--- src/design/icce_pkg.sv ---
// Shared types and constants of the clamped-edge image convolution block.
package icce_pkg;

    localparam int unsigned PIX_W  = 32;
    localparam int unsigned TAP_W  = 8;
    localparam int unsigned PROD_W = 17;
    localparam int unsigned SUM_W  = 21;
    localparam int unsigned REM_W  = 24;
    localparam int unsigned DIV_W  = 16;

    localparam logic [2:0] REG_RADIUS   = 3'd0;
    localparam logic [2:0] REG_DIVISOR  = 3'd1;
    localparam logic [2:0] REG_WIDTH    = 3'd2;
    localparam logic [2:0] REG_CHANNELS = 3'd3;
    localparam logic [2:0] REG_TAPS_LO  = 3'd4;
    localparam logic [2:0] REG_TAPS_MID = 3'd5;
    localparam logic [2:0] REG_TAPS_HI  = 3'd6;
    localparam logic [2:0] REG_TAP_LAST = 3'd7;

    localparam logic OP_PUSH  = 1'b0;
    localparam logic OP_DRAIN = 1'b1;

    typedef struct packed {
        logic             valid;
        logic             first;
        logic             last;
        logic [PIX_W-1:0] word;
        logic [TAP_W-1:0] tap;
    } icce_link_t;

    typedef struct packed {
        logic       done;
        logic [7:0] result;
    } icce_stat_t;

    typedef enum logic [1:0] {
        ST_IDLE,
        ST_SWEEP,
        ST_WAIT
    } icce_state_t;

endpackage

--- src/design/icce_cell.sv ---
// One channel cell: tap multiply, accumulate, divide and clamp, forwarding samples down the chain.
module icce_cell #(
    parameter int unsigned LANE = 0
) (
    input  logic                              clk,
    input  logic                              rst_n,
    input  icce_pkg::icce_link_t              link_in,
    input  logic [icce_pkg::DIV_W-1:0]        divisor,
    output icce_pkg::icce_link_t              link_out,
    output icce_pkg::icce_stat_t              stat_out
);

    icce_pkg::icce_link_t                  link_reg;
    logic signed [icce_pkg::PROD_W-1:0]    prod_reg;
    logic                                  pv_reg;
    logic                                  pf_reg;
    logic                                  pl_reg;
    logic signed [icce_pkg::SUM_W-1:0]     acc_reg;
    logic                                  fin_reg;
    logic [icce_pkg::REM_W-1:0]            rem_reg;
    logic [icce_pkg::REM_W-1:0]            dsh_reg;
    logic [7:0]                            q_reg;
    logic [2:0]                            cnt_reg;
    logic                                  busy_reg;
    logic                                  done_reg;
    logic [7:0]                            res_reg;

    logic [7:0]                            sample;
    logic [icce_pkg::REM_W-1:0]            acc_mag;
    logic [icce_pkg::REM_W-1:0]            dlim;
    logic                                  fits;
    logic [7:0]                            q_next;

    assign sample   = link_in.word[LANE*8 +: 8];
    assign acc_mag  = icce_pkg::REM_W'(acc_reg[icce_pkg::SUM_W-2:0]);
    assign dlim     = {divisor, 8'd0};
    assign fits     = rem_reg >= dsh_reg;
    assign link_out = link_reg;
    assign stat_out = '{done: done_reg, result: res_reg};

    always_comb
    begin
        q_next = q_reg;
        if (fits)
        begin
            q_next[cnt_reg] = 1'b1;
        end
    end

    always_ff @(posedge clk or negedge rst_n)
    begin
        if (!rst_n)
        begin
            link_reg <= '0;
            pv_reg   <= 1'b0;
            pf_reg   <= 1'b0;
            pl_reg   <= 1'b0;
            fin_reg  <= 1'b0;
            busy_reg <= 1'b0;
            done_reg <= 1'b0;
        end
        else
        begin
            link_reg <= link_in;
            pv_reg   <= link_in.valid;
            pf_reg   <= link_in.first;
            pl_reg   <= link_in.last;
            fin_reg  <= pv_reg && pl_reg;
            if (link_in.valid && link_in.first)
            begin
                done_reg <= 1'b0;
            end
            if (fin_reg)
            begin
                if (acc_reg <= 0 || acc_mag >= dlim)
                begin
                    done_reg <= 1'b1;
                end
                else
                begin
                    busy_reg <= 1'b1;
                end
            end
            else if (busy_reg && cnt_reg == 3'd0)
            begin
                busy_reg <= 1'b0;
                done_reg <= 1'b1;
            end
        end
    end

    always_ff @(posedge clk)
    begin
        prod_reg <= icce_pkg::PROD_W'($signed({1'b0, sample}) * $signed(link_in.tap));
        if (pv_reg)
        begin
            acc_reg <= pf_reg ? icce_pkg::SUM_W'(prod_reg)
                              : acc_reg + icce_pkg::SUM_W'(prod_reg);
        end
        if (fin_reg)
        begin
            rem_reg <= acc_mag;
            dsh_reg <= icce_pkg::REM_W'({divisor, 7'd0});
            q_reg   <= 8'd0;
            cnt_reg <= 3'd7;
            if (acc_reg <= 0)
            begin
                res_reg <= 8'd0;
            end
            else if (acc_mag >= dlim)
            begin
                res_reg <= 8'hFF;
            end
        end
        else if (busy_reg)
        begin
            if (fits)
            begin
                rem_reg <= rem_reg - dsh_reg;
            end
            dsh_reg <= dsh_reg >> 1;
            q_reg   <= q_next;
            cnt_reg <= cnt_reg - 3'd1;
            if (cnt_reg == 3'd0)
            begin
                res_reg <= q_next;
            end
        end
    end

endmodule

--- config.mk ---
export PLATFORM = sky130hd
export DESIGN_NAME = icce_cell
export DESIGN_NICKNAME = d
export VERILOG_FILES = /design/src/design/icce_pkg.sv /design/src/design/icce_cell.sv
export SDC_FILE = /design/constraint.sdc
export NUM_CORES = 1
export LEC_CHECK = 0
export ABC_AREA = 1
export BUFFER_PORTS_ARGS = -buffer_cell sky130_fd_sc_hd__buf_2
export CAP_MARGIN = 20
export CORE_ASPECT_RATIO = 0.9
export CORE_MARGIN = 3
export CORE_UTILIZATION = 30
export CTS_CLUSTER_DIAMETER = 100
export DETAILED_ROUTE_END_ITERATION = 12
export PLACE_DENSITY_LB_ADDON = 0.05
export SYNTH_ARGS = -nofsm -noshare
export SYNTH_HDL_FRONTEND = slang
export SYNTH_SLANG_ARGS = --single-unit
export TNS_END_PERCENT = 100
--- constraint.sdc ---
create_clock -name clk -period 2.3 [get_ports clk]
set_clock_uncertainty 0.05 [all_clocks]
set_input_delay 0.115 -clock clk [delete_from_list [all_inputs] [get_ports clk]]
set_output_delay 0.115 -clock clk [all_outputs]
set_load 0.05 [all_outputs]
==> metrics.yaml, run 1 <==
run_status:
  status: "finished with violations"
  failed_checks: "negative setup slack"
drt:
  drt_via_density: 4.47
  drc: 0
  dr.pass1.iters: 5
  drt_wl_total_um: 30500
  detail_route.wl_per_cell_um: 14.6
  antenna_left: 0
  drtIter0Drc: 523
  vias: 9289
setup_path:
  arrival_ns: 3.57
  cp.buffers_inverters: 7
  setup_slack_on_the_worst_flop_to_flop_path_ns: 0.07
  critPathLaunchType: "input pin"
  critical_path_required_ns: 2.58
  worstPathMaxFanout: 5
  worst_path_largest_cell_delay_ns: 0.54
  crit_chain: "buf_8 -> nand2_2 -> inv_2 -> fa_1 -> inv_2 -> fa_1 -> inv_1 -> fa_1 -> inv_1 -> fa_1 -> inv_2 -> ha_4 -> a21oi_2 -> o21ai_1 -> a21oi_2 -> o21ai_2 -> buf_4 -> xor2_1"
  crit_top_cell: "sky130_fd_sc_hd__fa_1"
  worst_setup_path_end_kind: "register"
  critical-path-top-delay-family: "adder cells"
  critical_path.slowest_cell: "sky130_fd_sc_hd__fa_1"
  crit_path_category: "input pin to register"
timing:
  timing_hold_violations_final: 0
  report.final.setup_viol: 12
  rsz0062_at_grt: "true"
  finalHoldWorstSlack_ns: 0.0248
  shortest_period_the_worst_path_allows_ns: 3.30
  slew-limit-headroom_pct: 55.4
  timing.fmax_mhz: 303
  final_min_period_over_clock_period_pct: 143
  worst_margin_slew_ns: 0.665
  finalMaxSlewViolations: 0
  setup_slack_ns: -0.995
logic_synthesis:
  synth-adder-area-share_pct: 19.3
  yosys.area_share.simple_pct: 24.0
  synth_enable_flop_cells: 65
  synthMuxAreaShare_pct: 0
  synth_seq_area_share_pct: 36.9
  yosys.cell_types.count: 46
  synth.yosys.warnings: 0
  dominant_register_cell_in_the_synthesized_netlist: "sky130_fd_sc_hd__edfxtp_1"
  synth_top_family_by_area: "simple AND/OR/NAND/NOR gates"
  share_of_synthesized_registers_carrying_an_async_set_or_reset_pct: 30.7
  ys_ff_latch: 150
  synth_compound_gate_area_share_pct: 8.05
  synth_cells: 1329
  synth_fp_nets: 1529
  cell_area_after_technology_mapping_mm2: 0.0105
  synth-xor-area-share_pct: 1.25
  post_synth.cell_area_avg_um2: 7.92
  synth.top_cell.area_share_pct: 18.5
  netlist.top_cell.by_area: "sky130_fd_sc_hd__edfxtp_1"
  synth.top_cells.by_area: "sky130_fd_sc_hd__edfxtp_1 19%, sky130_fd_sc_hd__nand2_1 12%, sky130_fd_sc_hd__ha_1 12%"
die:
  die_area_mm2: 0.0374
  io_pins: 113
  floorplan.die.height_um: 184
  start_util_pct: 30.7
  placeable_core_region_mm2: 0.0343
  num_rows: 64
  die-width_um: 203
clocking:
  worstSkewPairLatency_ns: 0.44
  htreeDepth: 4
  cts_max_path_buffers: 2
  cts-root-buf: "sky130_fd_sc_hd__clkbuf_16"
  clock_tree_from_tritoncts: "yes"
  numClockSinks: 150
  cts_buffers: 17
  clkTransAtPathRegs_ns: 0.06
layout:
  final_nets: 1804
  flip_flop_count_of_the_largest_register_after_layout: 40
  post-route-util_pct: 42.2
  drive_gt1_share_pct: 28.9
  postLayoutCellArea_mm2: 0.0145
  areaGrowthSynthToFinish_pct: 37.5
  n_antenna_cell: 0
  fillers: 3548
grt:
  grt_util_all_layers_pct: 16.8
  first_pass_grt_wire_length_um: 49900
  grt-ovfl-total: 0
  grt_pass1_vias: 9396
  grt_antenna_before_repair: 0
  grt_max_degree: 37
placed_design:
  place_hpwl_um: 23700
  gp_congestion: 0.842
  dp_slack_ns: -1.56
  place_area_mm2: 0.0124
  placement.io_buffers: 112
min_path:
  worstHoldPathType: "input pin to register"
pwr:
  max-vdd-ir-drop_mv: 0.628
  power_per_cell_area_mw_per_mm2: 1410
  power.static_leakage_uw: 0.00729
job:
  drv_cap: 0
==> synth_stat cells, types with 20 or more instances <==
master	instances
sky130_fd_sc_hd__nand2_1	346
sky130_fd_sc_hd__inv_1	248
sky130_fd_sc_hd__ha_1	100
sky130_fd_sc_hd__nand3_1	88
sky130_fd_sc_hd__nor2_1	71
sky130_fd_sc_hd__edfxtp_1	65
sky130_fd_sc_hd__a21oi_1	57
sky130_fd_sc_hd__dfrtp_1	46
sky130_fd_sc_hd__o21ai_0	43
sky130_fd_sc_hd__dfxtp_1	39
sky130_fd_sc_hd__fa_1	39
sky130_fd_sc_hd__clkbuf_1	24
sky130_fd_sc_hd__o22ai_1	20
==> metal layers <==
metal	share of wire, %	global-route usage [%]
met1	54	25.7
met2	43	25.4
met3	2.7	2.44
met4	0.98	3.33
met5	0	0
==> per-stage QoR <==
step | power (uW) | TNS (ns) | std cells
floorplan | 12200 | -11.85 | 1329
global placement | 15800 | -16.35 | 1972
detailed placement | 15800 | -16.52 | 1972
CTS | 19700 | -8.61 | 2064
global route | 22500 | -10.62 | 2079
finish | 20500 | -8.90 | 2079
==> worst paths after layout <==
kind,from,to,cells past startpoint
worst max-delay path,link_in[13],prod_reg[12],18
worst min-delay path,divisor[14],dsh_reg[21],3
worst max register to register,dsh_reg[20],rem_reg[3],12
worst min register to register,q_reg[2],q_reg[2],2
max in group asynchronous,rst_n,link_out[0],3
min in group asynchronous,rst_n,link_out[14],2
==> power breakdown <==
| group | internal (uW) | switching [uW] |
|---|---|---|
| Clock | 1620 | 1210 |
| Combinational | 5620 | 7550 |
| Sequential | 3960 | 508 |
| Total | 11200 | 9270 |
==> timing repair <==
action,CTS,global route
hold buffers,46,0
resized for setup,93,113
setup buffers,15,17
setup endpoints to repair,36,77
pin swaps,35,32
cloned,1,0
endpoints found under the hold margin,69,0
==> tightest hold or removal path, stage by stage <==
cell and delay [ns]:
sky130_fd_sc_hd__buf_2 0.07, sky130_fd_sc_hd__inv_1 0.05, sky130_fd_sc_hd__o22ai_1 0.14
==> cell usage in the layout (no fill, tap or decap), types with 46 or more instances in the layout <==
master                          netlist  final
sky130_fd_sc_hd__nand3_1             88     79
sky130_fd_sc_hd__buf_4                4    107
sky130_fd_sc_hd__inv_1              248    214
sky130_fd_sc_hd__ha_1               100     62
sky130_fd_sc_hd__buf_2                4     97
sky130_fd_sc_hd__edfxtp_1            65     65
sky130_fd_sc_hd__dlygate4sd3_1        0     46
sky130_fd_sc_hd__dfrtp_1             46     46
sky130_fd_sc_hd__nand2_1            346    319
sky130_fd_sc_hd__nor2_1              71     69
==> cell families after synthesis <==
group / after synthesis
AO/OA/AOI/OAI: 151
XOR/XNOR: 15
adder cells (fa/ha/maj): 139
buffers and inverters: 290
flip-flops: 150
AND/OR/NAND/NOR: 584
==> final cells by class <==
type,instances,area (um2),area share (%)
Sequential cell,150,3880,26.8
Multi-Input combinational cell,889,6200,42.8
Clock inverter,10,88.8,0.614
Clock buffer,22,487,3.36
Tap cell,462,578,3.99
Timing Repair Buffer,289,2250,15.6
Inverter,257,982,6.79
Note: power is estimated with default switching activity, not from simulation.
==> run 2: changes to the inputs <==
SETUP_SLACK_MARGIN = 0.1   (was not set)
==> metrics.yaml, run 2 (same netlist as run 1, synthesis figures left out) <==
pwr:
  max-vdd-ir-drop_mv: 0.641
  power_per_cell_area_mw_per_mm2: 1470
  power.static_leakage_uw: 0.00748
grt:
  grt_antenna_before_repair: 0
  grt_max_degree: 37
  grt_pass1_vias: 9399
  grt_util_all_layers_pct: 16.8
  grt-ovfl-total: 0
  first_pass_grt_wire_length_um: 49900
min_path:
  min-delay-start: "divisor[14]"
  hold-path-cell-count: 3
  worstHoldPathType: "input pin to register"
  worst_hold_path.endpoint: "dsh_reg[21]"
die:
  placeable_core_region_mm2: 0.0343
  die_area_mm2: 0.0374
  floorplan.die.height_um: 184
  die-width_um: 203
  io_pins: 113
  num_rows: 64
  start_util_pct: 30.7
setup_path:
  critPathLaunchType: "input pin"
  cp.buffers_inverters: 7
  worstRegToRegCells: 14
  crit_top_cell: "sky130_fd_sc_hd__fa_1"
  reg2reg_to: "rem_reg[3]"
  crit_chain: "buf_8 -> nand2_2 -> inv_2 -> fa_1 -> inv_2 -> fa_1 -> inv_1 -> fa_1 -> inv_1 -> fa_1 -> inv_2 -> ha_4 -> a21oi_2 -> o21ai_1 -> a21oi_2 -> o21ai_2 -> buf_4 -> xor2_1"
  crit_path_category: "input pin to register"
  worst_setup_path_end_kind: "register"
  critical-path-top-delay-family: "adder cells"
  arrival_ns: 3.57
  worstPathMaxFanout: 5
  critical_path_required_ns: 2.58
  crit-reg2reg-launch: "rem_reg[0]"
  setup_slack_on_the_worst_flop_to_flop_path_ns: 0.02
  critical_path.slowest_cell: "sky130_fd_sc_hd__fa_1"
  worst_path_largest_cell_delay_ns: 0.54
clocking:
  numClockSinks: 150
  clock_tree_from_tritoncts: "yes"
  cts-root-buf: "sky130_fd_sc_hd__clkbuf_16"
  htreeDepth: 4
  cts_max_path_buffers: 2
  clkTransAtPathRegs_ns: 0.06
  worstSkewPairLatency_ns: 0.44
  cts_buffers: 17
layout:
  final_nets: 1823
  postLayoutCellArea_mm2: 0.0151
  final_cell_count_no_fill: 2098
  areaGrowthSynthToFinish_pct: 43.1
  fillers: 3502
  n_antenna_cell: 0
  drive_gt1_share_pct: 33.4
  flip_flop_count_of_the_largest_register_after_layout: 40
  layout.cells.most_common: "sky130_fd_sc_hd__nand2_1"
  final_cell_mix: "303 x sky130_fd_sc_hd__nand2_1, 208 x sky130_fd_sc_hd__inv_1, 120 x sky130_fd_sc_hd__buf_4, 97 x sky130_fd_sc_hd__buf_2, 66 x sky130_fd_sc_hd__nand3_1"
placed_design:
  gp_congestion: 0.842
  placement.io_buffers: 112
  place_hpwl_um: 23700
  place_area_mm2: 0.0124
  dp_slack_ns: -1.56
  post-place-cells: 1972
timing:
  finalMaxSlewViolations: 0
  setup_slack_ns: -0.993
  timing.fmax_mhz: 304
  rsz0062_at_grt: "true"
  timing_hold_violations_final: 0
  final_min_period_over_clock_period_pct: 143
  worst_margin_slew_ns: 0.688
  slew-limit-headroom_pct: 53.8
  report.final.setup_viol: 12
  shortest_period_the_worst_path_allows_ns: 3.29
  finalHoldWorstSlack_ns: 0.0188
drt:
  antenna_left: 0
  drtIter0Drc: 478
  drc: 0
  drt_wl_total_um: 30800
  dr.pass1.iters: 5
  detail_route.wl_per_cell_um: 14.7
  vias: 9408
  drt_via_density: 4.48
job:
  drv_cap: 0
run_status:
  failed_checks: "negative setup slack"
  status: "finished with violations"
==> run 2: how the worst max path moves through the flow <==
stage          cells past startpoint  slack, ns         from      endpoint
6_report                          18      -0.99  link_in[13]  prod_reg[12]
5_1_grt                           18      -1.12  link_in[13]  prod_reg[12]
4_1_cts                           18      -0.96   link_in[2]  prod_reg[12]
3_5_place_dp                      18      -1.56   link_in[7]  prod_reg[16]
3_3_place_gp                      19      -1.54   link_in[7]  prod_reg[16]
2_1_floorplan                     19      -1.34  link_in[13]  prod_reg[16]
==> run 2: metrics by stage <==
step	setup TNS, ns	util [%]	power, uW
6_report	-8.89	44.0	22100
5_1_grt	-11.38	44.0	24200
4_1_cts	-8.61	41.1	20000
3_5_place_dp	-16.52	36.3	15800
3_3_place_gp	-16.35	36.3	15800
2_1_floorplan	-11.85	-	12200
==> run 2: timing repair <==
item | in CTS | in global routing
pin swaps | 36 | 75
hold buffers | 46 | 0
gates cloned | 1 | 0
endpoints found under the setup margin | 62 | 86
resized for setup | 110 | 194
hold endpoints to repair | 69 | 0
setup buffers | 18 | 35
==> run 2: worst min-delay path: cells and delay by family <==
| kind | cells | cell delay, ns |
|---|---|---|
| AO/OA/AOI/OAI | 1 | 0.14 |
| buffers and inverters | 2 | 0.12 |
==> run 2: power by group <==
group	internal (uW)	total (uW)	switching, uW
Clock	1620	2840	1220
Combinational	6540	14700	8190
Sequential	3970	4530	560
==> run 2: layout make-up <==
type / instances / area, um2 / area share [%]
Clock inverter: 10 / 88.8 / 0.590
Timing Repair Buffer: 308 / 2420 / 16.1
Multi-Input combinational cell: 889 / 6620 / 43.9
Clock buffer: 22 / 487 / 3.23
Tap cell: 462 / 578 / 3.84
Sequential cell: 150 / 3880 / 25.8
Inverter: 257 / 992 / 6.58
==> run 2: per-layer routing <==
metal	up-vias	track usage, %	wire length (um)	share of wire (%)
li1	4818	-	-	-
met1	4470	25.7	16500	54
met2	106	25.4	13300	43
met3	14	2.39	741	2.4
met4	0	3.33	245	0.80
met5	-	0	0	0
==> run 3: changes to the inputs <==
CORE_ASPECT_RATIO = not set   (was 0.9)
==> metrics.yaml, run 3 (same netlist as run 1, synthesis figures left out) <==
placed_design:
  place_hpwl_um: 23800
  place_area_mm2: 0.0123
  placement.io_buffers: 112
  gp_congestion: 0.821
die:
  num_rows: 67
  floorplan.die.height_um: 193
  placeable_core_region_mm2: 0.0340
  die-width_um: 193
  die_area_mm2: 0.0374
  start_util_pct: 30.9
  io_pins: 113
timing:
  finalMaxSlewViolations: 0
  shortest_period_the_worst_path_allows_ns: 3.24
  worst_margin_slew_ns: 0.688
  final_min_period_over_clock_period_pct: 141
  rsz0062_at_grt: "true"
  setup_slack_ns: -0.938
  final.setup.tns_ns: -8.90
  report.final.setup_viol: 12
  timing.fmax_mhz: 309
  slew-limit-headroom_pct: 53.9
  timing_hold_violations_final: 0
grt:
  grt_max_degree: 40
  grt_util_all_layers_pct: 16.9
  first_pass_grt_wire_length_um: 50800
  grt_antenna_before_repair: 1
  grt_pass1_vias: 9761
  grt-ovfl-total: 0
setup_path:
  worst_setup_path_end_kind: "register"
  crit-reg2reg-launch: "rem_reg[0]"
  crit_path_category: "input pin to register"
  cp.buffers_inverters: 7
  worst_path_largest_cell_delay_ns: 0.54
  arrival_ns: 3.51
  worstPathMaxFanout: 5
  critPathLaunchType: "input pin"
  critical_path.slowest_cell: "sky130_fd_sc_hd__fa_1"
  critical-path-top-delay-family: "adder cells"
  crit_top_cell: "sky130_fd_sc_hd__fa_1"
  setup.worst_path.start: "link_in[11]"
  setup_slack_on_the_worst_flop_to_flop_path_ns: 0.03
  crit_chain: "buf_8 -> nand2_2 -> inv_2 -> fa_1 -> inv_2 -> fa_1 -> inv_1 -> fa_1 -> inv_1 -> fa_1 -> inv_2 -> ha_4 -> a21oi_4 -> o21ai_2 -> a21oi_2 -> o21ai_2 -> buf_4 -> xor2_1"
  critical_path_required_ns: 2.58
layout:
  final_cell_mix: "313 x sky130_fd_sc_hd__nand2_1, 213 x sky130_fd_sc_hd__inv_1, 105 x sky130_fd_sc_hd__buf_4, 98 x sky130_fd_sc_hd__buf_2, 69 x sky130_fd_sc_hd__nand3_1"
  final_nets: 1806
  layout.cells.most_common: "sky130_fd_sc_hd__nand2_1"
  n_antenna_cell: 0
  drive_gt1_share_pct: 31.6
  areaGrowthSynthToFinish_pct: 41.5
  postLayoutCellArea_mm2: 0.0149
  flip_flop_count_of_the_largest_register_after_layout: 40
drt:
  antenna_left: 0
  drt_via_density: 4.56
  dr.pass1.iters: 5
  drt_wl_total_um: 31400
  drc: 0
  detail_route.wl_per_cell_um: 15.2
  drtIter0Drc: 385
  vias: 9430
run_status:
  failed_checks: "negative setup slack"
  status: "finished with violations"
clocking:
  clock_tree_from_tritoncts: "yes"
  clkTransAtPathRegs_ns: 0.06
  cts_buffers: 17
  htreeDepth: 4
  cts-root-buf: "sky130_fd_sc_hd__clkbuf_16"
  numClockSinks: 150
  worstSkewPairLatency_ns: 0.44
  cts_max_path_buffers: 2
pwr:
  power.net_switching_uw: 10100
  power.share.combinational_pct: 65.9
  pwr-share-clk_pct: 13.8
  p_int_uw: 12000
  max-vdd-ir-drop_mv: 0.612
  power_per_cell_area_mw_per_mm2: 1480
  power.share.sequential_pct: 20.3
  power.share.switching_pct: 45.6
  power.static_leakage_uw: 0.00744
job:
  drv_cap: 0
min_path:
  worstHoldPathType: "input pin to register"
  min-delay-start: "divisor[10]"
[run 3: metal layers]
layer  vias to the layer above  wire length [um]  GRT usage (%)
met3                        17               665           2.97
met5                         -                13              0
li1                       4778                 -              -
met1                      4561             15600           23.5
met4                         2               294           3.43
met2                        72             14800           27.6
[run 3: worst paths after layout]
check / cells after the start / endpoint
max in group asynchronous: 3 / link_out[20]
min in group asynchronous: 2 / link_out[13]
hold reg to reg: 2 / q_reg[6]
hold / removal: 3 / dsh_reg[17]
setup reg to reg: 14 / rem_reg[5]
setup / recovery: 18 / prod_reg[12]
[run 3: what timing repair did]
item                       in CTS  in global routing
hold buffers                   50                  0
hold endpoints to repair       77                  0
setup endpoints to repair      58                 83
buffers inserted               22                 21
cloned                          2                  0
resized for setup             127                150
pin swaps                      36                 45
[run 3: metrics by stage]
step	instances	util (%)	power, uW	hold WS, ns	worst slack, ns
final	2067	43.8	22100	0.0258	-0.938
after global routing	2067	43.8	24100	0.0176	-1.08
after CTS	2052	41.7	20600	0.000706	-0.935
after detailed placement	1948	36.3	15800	0.150	-1.59
after global placement	1948	36.3	15700	0.145	-1.58
after floorplan	1329	-	12200	-0.231	-1.34
[run 3: area by class of cell]
class / count / area (um2)
repair buffers: 291 / 2280
fillers: 3505 / 19100
flip-flops and latches: 150 / 3890
inverters: 257 / 992
clock buffers: 18 / 450
well taps: 448 / 561
clock inverters: 14 / 179
multi-input cells: 889 / 6540
[run 3: power by group through the flow]
stage / logic [uW] / clock network, uW / registers, uW
2_1_floorplan: 7620 / 0 / 4550
3_3_place_gp: 11300 / 0 / 4470
3_5_place_dp: 11300 / 0 / 4480
4_1_cts: 12900 / 3180 / 4470
5_1_grt: 16200 / 3280 / 4580
6_report: 14500 / 3050 / 4490
[run 3: worst min-delay path: stages]
cell	delay (ns)
sky130_fd_sc_hd__buf_2	0.08
sky130_fd_sc_hd__inv_1	0.04
sky130_fd_sc_hd__o22ai_1	0.15
